**src/sfp_pkg.sv**
```systemverilog
// ----------------------------------------------------------------------------
// sfp_pkg
// Shared types and constants for the sensor frame parser.
// ----------------------------------------------------------------------------
`default_nettype none

package sfp_pkg;

   localparam int FrameBytes   = 17;
   localparam int PayloadDepth = 14;
   localparam int CountW       = 5;
   localparam int SlotW        = 4;
   localparam int CsrIdxW      = 1;
   localparam int CsrDataW     = 8;

   localparam logic [7:0]  HeaderFirstReset  = 8'h3C;
   localparam logic [7:0]  HeaderSecondReset = 8'h02;
   localparam logic [14:0] Centi             = 15'd100;
   localparam int          SignBit           = 7;

   // byte count codes
   localparam logic [CountW-1:0] CountHunt    = 5'd0;
   localparam logic [CountW-1:0] CountSecond  = 5'd1;
   localparam logic [CountW-1:0] CountPayload = 5'd2;
   localparam logic [CountW-1:0] CountLast    = 5'(FrameBytes - 1);

   // register indexes
   localparam logic [CsrIdxW-1:0] CsrHeaderFirst  = 1'b0;
   localparam logic [CsrIdxW-1:0] CsrHeaderSecond = 1'b1;

   // payload slots, frame byte n sits at slot n-2
   localparam int SlotEco2  = 0;
   localparam int SlotForm  = 2;
   localparam int SlotTvoc  = 4;
   localparam int SlotPm25  = 6;
   localparam int SlotPm10  = 8;
   localparam int SlotTemp  = 10;
   localparam int SlotHumid = 12;

   typedef struct packed {
      logic                         we;
      logic [CsrIdxW-1:0]           index;
      logic [CsrDataW-1:0]          wdata;
   } sfp_csr_type;

   typedef struct packed {
      logic                         last;
      logic                         checksum_ok;
      logic [CountW-1:0]            byte_count;
      logic [PayloadDepth-1:0][7:0] payload;
      logic [31:0]                  good_frames;
   } sfp_frame_type;

endpackage : sfp_pkg

`default_nettype wire

```
**src/sfp_if.sv**
```systemverilog
// ----------------------------------------------------------------------------
// sfp_if
// Valid/ready channels for received bytes and parsed frame results.
// ----------------------------------------------------------------------------
`default_nettype none

interface sfp_req_if;
   logic       valid;
   logic       ready;
   logic [7:0] rx_byte;

   modport source (output valid, output rx_byte, input ready);
   modport sink   (input valid, input rx_byte, output ready);
endinterface : sfp_req_if

interface sfp_rsp_if;
   logic               valid;
   logic               ready;
   logic               checksum_ok;
   logic [15:0]        eco2;
   logic [15:0]        formaldehyde;
   logic [15:0]        tvoc;
   logic [15:0]        pm25;
   logic [15:0]        pm10;
   logic signed [14:0] temperature_centi;
   logic [14:0]        humidity_centi;
   logic [31:0]        frame_number;

   modport source (output valid, output checksum_ok, output eco2, output formaldehyde,
                   output tvoc, output pm25, output pm10, output temperature_centi,
                   output humidity_centi, output frame_number, input ready);
   modport sink   (input valid, input checksum_ok, input eco2, input formaldehyde,
                   input tvoc, input pm25, input pm10, input temperature_centi,
                   input humidity_centi, input frame_number, output ready);
endinterface : sfp_rsp_if

`default_nettype wire

```
**src/sfp_frame_tracker.sv**
```systemverilog
// ----------------------------------------------------------------------------
// sfp_frame_tracker
// Header sync, byte count, running sum, payload bytes and good frame count.
// ----------------------------------------------------------------------------
`default_nettype none

module sfp_frame_tracker
   import sfp_pkg::*;
(
   input  wire logic          clock,
   input  wire logic          reset,
   input  wire logic          step,
   input  wire logic [7:0]    rx_byte,
   input  wire logic [7:0]    header_first,
   input  wire logic [7:0]    header_second,
   output sfp_frame_type      frame
);

   logic [CountW-1:0]            count_ff, count_in;
   logic [7:0]                   sum_ff, sum_in;
   logic [31:0]                  good_ff, good_in;
   logic [PayloadDepth-1:0][7:0] payload_ff;
   logic                         is_last;
   logic                         is_payload;
   logic                         sum_match;
   logic [SlotW-1:0]             slot;

   assign is_last    = (count_ff == CountLast);
   assign is_payload = (count_ff >= CountPayload) && (count_ff < CountLast);
   assign sum_match  = (sum_ff == rx_byte);
   assign slot       = SlotW'(count_ff - CountPayload);

   always_comb begin
      count_in = count_ff;
      sum_in   = sum_ff;
      good_in  = good_ff;
      if (step) begin
         priority if (count_ff == CountHunt) begin
            if (rx_byte == header_first) begin
               count_in = CountSecond;
               sum_in   = rx_byte;
            end
         end else if (count_ff == CountSecond) begin
            // a wrong second byte is dropped, not re-examined as a header
            if (rx_byte != header_second) begin
               count_in = CountHunt;
               sum_in   = 8'd0;
            end else begin
               count_in = CountPayload;
               sum_in   = sum_ff + rx_byte;
            end
         end else if (is_payload) begin
            count_in = count_ff + 5'd1;
            sum_in   = sum_ff + rx_byte;
         end else begin
            count_in = CountHunt;
            sum_in   = 8'd0;
            if (sum_match) begin
               good_in = good_ff + 32'd1;
            end
         end
      end
   end

   always_ff @(posedge clock) begin
      if (reset) begin
         count_ff <= CountHunt;
         sum_ff   <= 8'd0;
         good_ff  <= 32'd0;
      end else begin
         count_ff <= count_in;
         sum_ff   <= sum_in;
         good_ff  <= good_in;
      end
   end

   always_ff @(posedge clock) begin
      if (step && is_payload) begin
         payload_ff[slot] <= rx_byte;
      end
   end

   assign frame.last        = is_last;
   assign frame.checksum_ok = sum_match;
   assign frame.byte_count  = count_ff;
   assign frame.payload     = payload_ff;
   assign frame.good_frames = good_ff;

endmodule : sfp_frame_tracker

`default_nettype wire

```
**src/sfp_result_stage.sv**
```systemverilog
// ----------------------------------------------------------------------------
// sfp_result_stage
// Scales the payload into readings and holds the result for the sink.
// ----------------------------------------------------------------------------
`default_nettype none

module sfp_result_stage
   import sfp_pkg::*;
(
   input  wire logic          clock,
   input  wire logic          reset,
   input  wire logic          load,
   input  sfp_frame_type      frame,
   output logic               out_free,
   sfp_rsp_if.source          rsp_if
);

   logic               valid_ff, valid_in;
   logic               ok_ff;
   logic [15:0]        eco2_ff, form_ff, tvoc_ff, pm25_ff, pm10_ff;
   logic signed [14:0] temp_ff;
   logic [14:0]        humid_ff;
   logic [31:0]        number_ff;

   logic [15:0]        eco2_in, form_in, tvoc_in, pm25_in, pm10_in;
   logic signed [14:0] temp_in;
   logic [14:0]        humid_in;
   logic [7:0]         t_int;
   logic [14:0]        t_mag;

   assign out_free = !valid_ff || rsp_if.ready;

   always_comb begin
      t_int    = frame.payload[SlotTemp];
      t_mag    = 15'(t_int[SignBit-1:0]) * Centi + 15'(frame.payload[SlotTemp+1]);
      eco2_in  = 16'd0;
      form_in  = 16'd0;
      tvoc_in  = 16'd0;
      pm25_in  = 16'd0;
      pm10_in  = 16'd0;
      temp_in  = 15'sd0;
      humid_in = 15'd0;
      // readings stay zero on a bad checksum
      if (frame.checksum_ok) begin
         eco2_in  = {frame.payload[SlotEco2], frame.payload[SlotEco2+1]};
         form_in  = {frame.payload[SlotForm], frame.payload[SlotForm+1]};
         tvoc_in  = {frame.payload[SlotTvoc], frame.payload[SlotTvoc+1]};
         pm25_in  = {frame.payload[SlotPm25], frame.payload[SlotPm25+1]};
         pm10_in  = {frame.payload[SlotPm10], frame.payload[SlotPm10+1]};
         temp_in  = t_int[SignBit] ? -$signed(t_mag) : $signed(t_mag);
         humid_in = 15'(frame.payload[SlotHumid]) * Centi
                  + 15'(frame.payload[SlotHumid+1]);
      end
   end

   always_comb begin
      valid_in = valid_ff;
      priority if (load) begin
         valid_in = 1'b1;
      end else if (rsp_if.ready) begin
         valid_in = 1'b0;
      end
   end

   always_ff @(posedge clock) begin
      if (reset) begin
         valid_ff <= 1'b0;
      end else begin
         valid_ff <= valid_in;
      end
   end

   always_ff @(posedge clock) begin
      if (load) begin
         ok_ff     <= frame.checksum_ok;
         eco2_ff   <= eco2_in;
         form_ff   <= form_in;
         tvoc_ff   <= tvoc_in;
         pm25_ff   <= pm25_in;
         pm10_ff   <= pm10_in;
         temp_ff   <= temp_in;
         humid_ff  <= humid_in;
         number_ff <= frame.good_frames;
      end
   end

   assign rsp_if.valid             = valid_ff;
   assign rsp_if.checksum_ok       = ok_ff;
   assign rsp_if.eco2              = eco2_ff;
   assign rsp_if.formaldehyde      = form_ff;
   assign rsp_if.tvoc              = tvoc_ff;
   assign rsp_if.pm25              = pm25_ff;
   assign rsp_if.pm10              = pm10_ff;
   assign rsp_if.temperature_centi = temp_ff;
   assign rsp_if.humidity_centi    = humid_ff;
   assign rsp_if.frame_number      = number_ff;

endmodule : sfp_result_stage

`default_nettype wire

```
**src/sensor_frame_parser.sv**
```systemverilog
// ----------------------------------------------------------------------------
// sensor_frame_parser
// Byte-serial parser for a 17-byte sensor frame with additive checksum.
// ----------------------------------------------------------------------------
// path: a last byte moves from the input byte register to the output register
// throughput: 1 byte per cycle; one result per 17-byte frame, one result held
//   in the output register while the next bytes keep flowing; only a last byte
//   waits, and only while the previous result is still held
// reset: synchronous, clears byte count, sum, good frame count and valids;
//   headers return to 0x3C and 0x02
`default_nettype none

module sensor_frame_parser
   import sfp_pkg::*;
(
   input  wire logic          clock,
   input  wire logic          reset,
   input  sfp_csr_type        csr_port,
   sfp_req_if.sink            req_if,
   sfp_rsp_if.source          rsp_if
);

   logic          in_valid_ff, in_valid_in;
   logic [7:0]    in_byte_ff;
   logic [7:0]    header_first_ff, header_second_ff;
   logic          out_free;
   logic          step;
   logic          load;
   sfp_frame_type frame;

   // only the checksum byte needs a free output register
   assign step          = in_valid_ff && (out_free || !frame.last);
   assign load          = step && frame.last;
   assign req_if.ready  = !in_valid_ff || step;
   assign in_valid_in   = req_if.valid || (in_valid_ff && !step);

   always_ff @(posedge clock) begin
      if (reset) begin
         in_valid_ff      <= 1'b0;
         header_first_ff  <= HeaderFirstReset;
         header_second_ff <= HeaderSecondReset;
      end else begin
         in_valid_ff <= in_valid_in;
         if (csr_port.we) begin
            unique case (csr_port.index)
               CsrHeaderFirst:  header_first_ff  <= csr_port.wdata;
               CsrHeaderSecond: header_second_ff <= csr_port.wdata;
               default: ;
            endcase
         end
      end
   end

   always_ff @(posedge clock) begin
      if (req_if.valid && req_if.ready) begin
         in_byte_ff <= req_if.rx_byte;
      end
   end

   sfp_frame_tracker u_tracker (
      .clock         (clock),
      .reset         (reset),
      .step          (step),
      .rx_byte       (in_byte_ff),
      .header_first  (header_first_ff),
      .header_second (header_second_ff),
      .frame         (frame)
   );

   sfp_result_stage u_result (
      .clock    (clock),
      .reset    (reset),
      .load     (load),
      .frame    (frame),
      .out_free (out_free),
      .rsp_if   (rsp_if)
   );

   // byte count never runs past the checksum byte
   a_count_range: assert property (@(posedge clock) disable iff (reset)
      frame.byte_count <= CountLast)
      else $error("byte count out of range");

   // a result is only loaded into a free output register
   a_load_free: assert property (@(posedge clock) disable iff (reset)
      load |-> (!rsp_if.valid || rsp_if.ready))
      else $error("result overwritten before taken");

   // a good frame bumps the frame counter by exactly one
   a_good_count: assert property (@(posedge clock) disable iff (reset)
      (load && frame.checksum_ok) |=> frame.good_frames == $past(frame.good_frames) + 32'd1)
      else $error("good frame count did not advance");

   // a bad checksum result carries zero readings
   a_bad_zero: assert property (@(posedge clock) disable iff (reset)
      (rsp_if.valid && !rsp_if.checksum_ok) |-> (rsp_if.eco2 == 16'd0 &&
         rsp_if.pm10 == 16'd0 && rsp_if.temperature_centi == 15'sd0 &&
         rsp_if.humidity_centi == 15'd0))
      else $error("bad frame has nonzero readings");

endmodule : sensor_frame_parser

`default_nettype wire

```
**src/flat_wrapper.sv**
```systemverilog
// flat-port wrapper written by rule: the top's interface ports become plain ports
module sensor_frame_parser_flat import sfp_pkg::*;
  (clock, reset, csr_port, req_if_valid, req_if_rx_byte, req_if_ready, rsp_if_valid, rsp_if_checksum_ok, rsp_if_eco2, rsp_if_formaldehyde, rsp_if_tvoc, rsp_if_pm25, rsp_if_pm10, rsp_if_temperature_centi, rsp_if_humidity_centi, rsp_if_frame_number, rsp_if_ready);
  sfp_req_if req_if_i ();
  sfp_rsp_if rsp_if_i ();
  input  wire logic clock;
  input  wire logic reset;
  input  sfp_csr_type csr_port;
  input wire logic [$bits(req_if_i.valid)-1:0] req_if_valid;
  input wire logic [$bits(req_if_i.rx_byte)-1:0] req_if_rx_byte;
  output wire logic [$bits(req_if_i.ready)-1:0] req_if_ready;
  output wire logic [$bits(rsp_if_i.valid)-1:0] rsp_if_valid;
  output wire logic [$bits(rsp_if_i.checksum_ok)-1:0] rsp_if_checksum_ok;
  output wire logic [$bits(rsp_if_i.eco2)-1:0] rsp_if_eco2;
  output wire logic [$bits(rsp_if_i.formaldehyde)-1:0] rsp_if_formaldehyde;
  output wire logic [$bits(rsp_if_i.tvoc)-1:0] rsp_if_tvoc;
  output wire logic [$bits(rsp_if_i.pm25)-1:0] rsp_if_pm25;
  output wire logic [$bits(rsp_if_i.pm10)-1:0] rsp_if_pm10;
  output wire logic [$bits(rsp_if_i.temperature_centi)-1:0] rsp_if_temperature_centi;
  output wire logic [$bits(rsp_if_i.humidity_centi)-1:0] rsp_if_humidity_centi;
  output wire logic [$bits(rsp_if_i.frame_number)-1:0] rsp_if_frame_number;
  input wire logic [$bits(rsp_if_i.ready)-1:0] rsp_if_ready;
  assign req_if_i.valid = req_if_valid;
  assign req_if_i.rx_byte = req_if_rx_byte;
  assign req_if_ready = req_if_i.ready;
  assign rsp_if_valid = rsp_if_i.valid;
  assign rsp_if_checksum_ok = rsp_if_i.checksum_ok;
  assign rsp_if_eco2 = rsp_if_i.eco2;
  assign rsp_if_formaldehyde = rsp_if_i.formaldehyde;
  assign rsp_if_tvoc = rsp_if_i.tvoc;
  assign rsp_if_pm25 = rsp_if_i.pm25;
  assign rsp_if_pm10 = rsp_if_i.pm10;
  assign rsp_if_temperature_centi = rsp_if_i.temperature_centi;
  assign rsp_if_humidity_centi = rsp_if_i.humidity_centi;
  assign rsp_if_frame_number = rsp_if_i.frame_number;
  assign rsp_if_i.ready = rsp_if_ready;
  sensor_frame_parser u_core (.clock(clock), .reset(reset), .csr_port(csr_port), .req_if(req_if_i), .rsp_if(rsp_if_i));
endmodule
```
**config.mk**
```make
export PLATFORM = sky130hd
export DESIGN_NAME = sensor_frame_parser_flat
export DESIGN_NICKNAME = d
export VERILOG_FILES = /design/src/sfp_pkg.sv /design/src/sfp_if.sv /design/src/sfp_frame_tracker.sv /design/src/sfp_result_stage.sv /design/src/sensor_frame_parser.sv /design/src/flat_wrapper.sv
export SDC_FILE = /design/constraint.sdc
export NUM_CORES = 1
export LEC_CHECK = 0
export ABC_CLOCK_PERIOD_IN_PS = 8000
export BUFFER_PORTS_ARGS = -buffer_cell sky130_fd_sc_hd__buf_2
export CAP_MARGIN = 15
export CORE_MARGIN = 2
export CORE_UTILIZATION = 44
export CTS_CLUSTER_SIZE = 8
export DETAILED_ROUTE_END_ITERATION = 12
export HOLD_SLACK_MARGIN = 0.06
export PLACE_DENSITY = 0.6
export SETUP_SLACK_MARGIN = 0.2
export SYNTH_ARGS = -nofsm -noshare
export SYNTH_HDL_FRONTEND = slang
export SYNTH_SLANG_ARGS = --single-unit
```
**constraint.sdc**
```tcl
create_clock -name clock -period 8 [get_ports clock]
set_clock_uncertainty 0.15 [all_clocks]
set_input_delay 0.4 -clock clock [delete_from_list [all_inputs] [get_ports clock]]
set_output_delay 0.4 -clock clock [all_outputs]
set_load 0.02 [all_outputs]
```
# [Word level (Yosys, flattened, before mapping)]
# Cells that the tools add are included.
[op_classes] n_eq_ne=6 add_sub_neg=7 mux=16 multipliers=2 magnitude_cmp=4 n_reduce_logical=21 bitwise=4
[op_table] op="$bwmux W112" n=1
[op_table] op="$mux W8" n=6
[op_table] op="$add A32 B1 Y32 const B" n=1
[op_table] op="$demux W8 S4" n=1
[op_table] op="$mux W5" n=4
[op_table] op="$eq A8 B8 Y1" n=2
[op_table] op="$add A14 B8 Y15" n=1
[op_table] op="$add A15 B8 Y15" n=1
[op_table] op="$mux W15" n=1
[op_table] op="$neg A15 Y15" n=1
[op_table] op="$mul A8 B5 Y13 const B" n=1
[op_table] op="$mul A7 B5 Y12 const B" n=1
[op_table] op="$add A8 B8 Y8" n=1
[op_table] op="$ne A8 B8 Y1" n=1
[op_table] op="$logic_and A1 B1 Y1" n=7
[op_table] op="$reduce_and A2 Y1" n=3
[op_table] op="$add A5 B1 Y5 const B" n=1
[op_table] op="$eq A5 B1 Y1 const B" n=1
[op_table] op="$eq A5 B5 Y1 const B" n=1
[op_table] op="$ge A5 B2 Y1 const B" n=1
[op_table] op="$logic_not A5 Y1" n=1
[op_table] op="$lt A4 B5 Y1 const B" n=1
[op_table] op="$lt A5 B5 Y1 const B" n=1
[op_table] op="$reduce_and A5 Y1" n=1
[op_table] op="9 further kinds" n=19
[totals] input_bits=22 output_inout_bits=145 regBits=326 word_cells=91

# [Logic depth before layout (Yosys ltp)]
[depth] depth_word=7 mapped_depth=15 ltp_nobuf=15

# [Hierarchy]
# A second synthesis with hierarchy kept.
[unflattened] cells_unflattened=1114 area_unflattened_um2=14791.7
[by_module_without_submodules] module="sfp_result_stage" n_inst=1 area_per_inst_um2=7567.3 seq_area_each_um2=4314.1 cells_per_inst=567
[by_module_without_submodules] module="sfp_frame_tracker" n_inst=1 area_per_inst_um2=6253.5 seq_area_each_um2=4264.1 cells_per_inst=464
[by_module_without_submodules] module="sensor_frame_parser" n_inst=1 area_per_inst_um2=970.9 seq_area_each_um2=580.6 cells_per_inst=83

# [Least setup slack after synthesis]
# OpenSTA, ideal clock, no wires.
[synth_path] path_kind="register to register" start="reg u_core.u_tracker.count_ff[1]" end="reg u_core.u_result.ok_ff (netlist: u_core.u_result.rsp_if.checksum_ok), enable pin" arrival_ns=4.474 n_path_buf=0 slack_ns=2.854 stages_incl_launch_ff=5 setup_time_ns=0.521 cell_sequence="dfxtp_1 -> inv_1 -> ha_1 -> nor4bb_1 -> and3_1"
[synth_between] elab_chain_len=5
[synth_lines] item="start: declaration" line="sfp_frame_tracker.sv:19" rtl="logic [CountW-1:0] count_ff, count_in;"
[synth_lines] item="start signal: assignment" line="sfp_frame_tracker.sv:67" rtl="count_ff <= CountHunt;"
[synth_lines] item="start signal: assignment" line="sfp_frame_tracker.sv:71" rtl="count_ff <= count_in;"
[synth_lines] item="$eq A5 B5 Y1 *" line="sfp_frame_tracker.sv:28" rtl="assign is_last = (count_ff == CountLast);"
[synth_lines] item="$logic_not A1 Y1" line="sensor_frame_parser.sv:32" rtl="assign step = in_valid_ff && (out_free || !frame.last);"
[synth_lines] item="$logic_or A1 B1 Y1" line="sensor_frame_parser.sv:32"
[synth_lines] item="$logic_and A1 B1 Y1" line="sensor_frame_parser.sv:32"
[synth_lines] item="$logic_and A1 B1 Y1 *" line="sensor_frame_parser.sv:33" rtl="assign load = step && frame.last;"
[synth_lines] item="named net u_core.load" line="sensor_frame_parser.sv:28" rtl="logic load;"
[synth_lines] item="end signal: assignment" line="sfp_result_stage.sv:75" rtl="ok_ff <= frame.checksum_ok;"
[synth_lines] item="end: declaration" line="sfp_result_stage.sv:19" rtl="logic ok_ff;"
# Mark *: on every way through the listed nets, which the timed path passes. The rest lies on a longest branch.
# A chain may end at the register's enable or synchronous reset.

# [Worst setup path after layout]
[layout_path] start="reg u_core.u_tracker.payload_ff, in the netlist u_core.u_tracker.frame[113]" end="reg u_core.u_result.temp_ff[13] (netlist: u_core.u_result.rsp_if.temperature_centi[13]) (data pin)"
[layout_between] elab_chain_len=4
[layout_lines] item="start: declaration" line="sfp_frame_tracker.sv:22" rtl="logic [PayloadDepth-1:0][7:0] payload_ff;"
[layout_lines] item="start signal: indexed assignment" line="sfp_frame_tracker.sv:79" rtl="payload_ff[slot] <= rx_byte;"
[layout_lines] item="$mul A7 B5 Y12 *" line="sfp_result_stage.sv:35" rtl="t_mag = 15'(t_int[SignBit-1:0]) * Centi + 15'(frame.payload[SlotTemp+1]);"
[layout_lines] item="$add A14 B8 Y15 *" line="sfp_result_stage.sv:35"
[layout_lines] item="$neg A15 Y15" line="sfp_result_stage.sv:50" rtl="temp_in = t_int[SignBit] ? -$signed(t_mag) : $signed(t_mag);"
[layout_lines] item="$mux W15 *" line="sfp_result_stage.sv:50"
[layout_lines] item="end signal: assignment" line="sfp_result_stage.sv:81" rtl="temp_ff <= temp_in;"
[layout_lines] item="end: declaration" line="sfp_result_stage.sv:21" rtl="logic signed [14:0] temp_ff;"
# Every way passes the cells marked *; elsewhere a longest branch is shown, timed or not.

==> flow_summary.json <==
{
  "status": "completed",
  "wl_um": 29400,
  "grt.total_usage": 0.174,
  "p_int_mw": 2.98,
  "htreeDepth": 2,
  "register_area_sq_um": 9160,
  "p_per_area_nw_per_um2": 217,
  "drt_iter0_markers": 444,
  "final_cells": 1730,
  "drt_pass1_iterations": 5,
  "ys.flop_type": "edfxtp_1",
  "root_buffer": "clkbuf_16",
  "clock_sink_count": 326,
  "rsz0062_at_grt": "no",
  "grt-busiest-layer": "met2",
  "place_ws_ns": 3.50,
  "synth_area_sq_um": 14300,
  "power_switching_mw": 0.754,
  "fin_area_sq_um": 17200,
  "postCtsSetupBuffers": 0,
  "ant_nets": 0,
  "worstMarginPinSlew_ns": 1.07,
  "syn_nets": 1199,
  "synth_seq_cells": 326,
  "hold_class": "primary input to flop",
  "crit_fanout": 4,
  "layout-drive-gt1-share": 0.186,
  "final.fill_count": 2711,
  "synth_area_per_cell_sq_um": 13.1,
  "grt_util_met2": 0.293,
  "ctsLongestPathBuffers": 3,
  "row_count": 65,
  "grt_max_degree": 64,
  "antenna_found_initial": 0,
  "cts_tree": "yes",
  "grt_overflow": 0,
  "drv_slew": 0,
  "wl_per_cell_um": 17.0,
  "dp.cells": 1636,
  "use_met1": 0.231,
  "initial_utilization": 0.450,
  "area.growth.synth_to_final_pct": 20.4,
  "power_frac_seq": 0.496,
  "die_h_um": 184,
  "via_per_inst": 5.07,
  "die_area_sq_um": 33900,
  "cp.arrival_ns": 4.61,
  "cp_data_required_time_ns": 8.10,
  "synthCells": 1087,
  "hold_viol": 0,
  "clk_pin_slew_ns": 0.05,
  "swShare": 0.202,
  "multiInputGateArea_sq_um": 4820,
  "vias": 8773,
  "async_flop_share": 0,
  "setup_tns_ns": 0,
  "core_sq_um": 31700,
  "yosys_warnings": 0,
  "yosys.area.top_type": "edfxtp_1",
  "clock_latency_ns": 0.56,
  "setup_viol": 0,
  "num_io_pins": 167,
  "p_total_mw": 3.73,
  "crit_path_start_kind": "flop",
  "utilization": 0.541,
  "drc_errors": 0,
  "postLayoutSetupSlackWorst_ns": 3.50,
  "endpoint_kind": "flop",
  "whs_ns": 0.103,
  "finalCritPeriodShare": 0.563,
  "use_met3": 0.0329,
  "grt_pass1_wl_um": 46100,
  "pwr-share-clk": 0.486,
  "ys_top_cells_by_area": "edfxtp_1 55%, dfxtp_1 8.8%, ha_1 7.2%",
  "vdd_ir_drop_max_mv": 0.181,
  "yosysSeqAreaShare": 0.642,
  "synth_cell_type_count": 59,
  "diodes": 0,
  "fin_crit_ns": 4.50,
  "synth_top_area_share": 0.554,
  "place_area_sq_um": 15600,
  "die_w_um": 184,
  "relSlewSlack": 0.284,
  "hpwlAfterDp_um": 19300,
  "nNetsFinal": 1419,
  "p_leak_nw": 7.18,
  "path_class": "flop to flop",
  "fmax_ghz": 0.222,
  "cts_buffers": 47,
  "synth_edf_count": 263,
  "drv_cap": 0,
  "place_congestion": 0.788,
  "comb_power_share": 0.018,
  "portBuffers": 166,
  "grt_pass1_vias": 8673
}
critical path, cell delays in order (launching register included):
cell and delay [ns]:
edfxtp_1 0.46, ha_1 0.34, ha_1 0.31, ha_1 0.31, inv_1 0.06, fa_1 0.53
inv_1 0.04, ha_1 0.33, mux2i_1 0.18, o311ai_0 0.19, nor3_1 0.44, nand3_1 0.21
o41ai_1 0.47, xor2_1 0.17, nor2_1 0.05
synth_stat cells, types with 11 or more instances:
library cell / count
edfxtp_1: 263
nor2_1: 107
and2_1: 84
ha_1: 82
dfxtp_1: 63
xor2_1: 58
nand2_1: 53
inv_1: 48
a21oi_1: 35
nand3_1: 33
xnor2_1: 29
clkbuf_1: 25
nor3_1: 21
o21ai_0: 20
and3_1: 15
a21o_1: 12
nor2b_1: 12
nand4_1: 11
flip-flops by register name (all words and copies together), names as in the netlist:
register	count
u_core.header_first_ff	8
u_core.header_second_ff	8
u_core.in_byte_ff	8
u_core.in_valid_ff	1
u_core.u_result.rsp_if.checksum_ok	1
u_core.u_result.rsp_if.eco2	16
u_core.u_result.rsp_if.formaldehyde	16
u_core.u_result.rsp_if.frame_number	32
u_core.u_result.rsp_if.humidity_centi	15
u_core.u_result.rsp_if.pm10	16
u_core.u_result.rsp_if.pm25	16
u_core.u_result.rsp_if.temperature_centi	15
u_core.u_result.rsp_if.tvoc	16
u_core.u_result.rsp_if.valid	1
u_core.u_tracker.count_ff	5
u_core.u_tracker.frame	112
u_core.u_tracker.good_ff	32
u_core.u_tracker.sum_ff	8
layout by cell type (no fill, tap or decap), drive strengths merged, types with 22 or more instances in the layout:
master,Yosys,routed
clkbuf,25,67
xnor2,29,29
inv,48,49
nand2,53,53
a21oi,35,35
ha,82,82
buf,3,177
nor2,107,107
xor2,58,58
edfxtp,263,263
nand3,33,33
dfxtp,63,63
and2,84,84
nor3,22,22
routing by layer:
metal | up-vias | wire length (um)
met4 | 0 | 505
met3 | 36 | 1420
met2 | 202 | 14500
li1 | 4334 | -
met1 | 4201 | 13000
met5 | - | 0
logic make-up after synthesis:
family          share of synthesized area
compound gates                     0.0562
xor+xnor                           0.0534
fa+ha+maj                          0.0832
buf+inv                            0.0201
flops                               0.642
mux                               0.00728
simple gates                        0.138
path summary, 6_finish.rpt:
path / from / slack [ns] / cells past startpoint / endpoint
worst max-delay path: u_core.u_tracker.frame[113]$_DFFE_PP_ / 3.50 / 14 / u_core.u_result.rsp_if.temperature_centi[13]$_SDFFCE_PN0P_
worst min-delay path: reset / 0.10 / 2 / u_core.u_tracker.good_ff[30]$_SDFFE_PP0P_
worst max register to register: u_core.u_tracker.frame[113]$_DFFE_PP_ / 3.50 / 14 / u_core.u_result.rsp_if.temperature_centi[13]$_SDFFCE_PN0P_
worst min register to register: u_core.u_tracker.good_ff[31]$_SDFFE_PP0P_ / 0.30 / 0 / u_core.u_result.rsp_if.frame_number[31]$_DFFE_PP_
power by group through the flow:
stage               registers, mW  clock network [mW]  logic (mW)
finish                       1.85                1.82      0.0654
global route                 1.85                1.94      0.0728
CTS                          1.85                1.86      0.0650
detailed placement           1.89                   0      0.0569
global placement             1.89                   0      0.0566
floorplan                    1.88                   0      0.0303
repair_timing:
| action | 4_1_cts | 5_1_grt |
|---|---|---|
| resized for setup | 0 | 0 |
| hold buffers | 21 | 0 |
| hold endpoints to repair | 26 | 0 |
area by class of cell:
type	instances	share of cell area
Clock buffer	66	0.0732
Sequential cell	326	0.533
Clock inverter	4	0.00641
Multi-Input combinational cell	685	0.281
Tap cell	402	0.0293
Inverter	48	0.0105
Timing Repair Buffer	199	0.0664
Power figures use the tool's default switching activity.
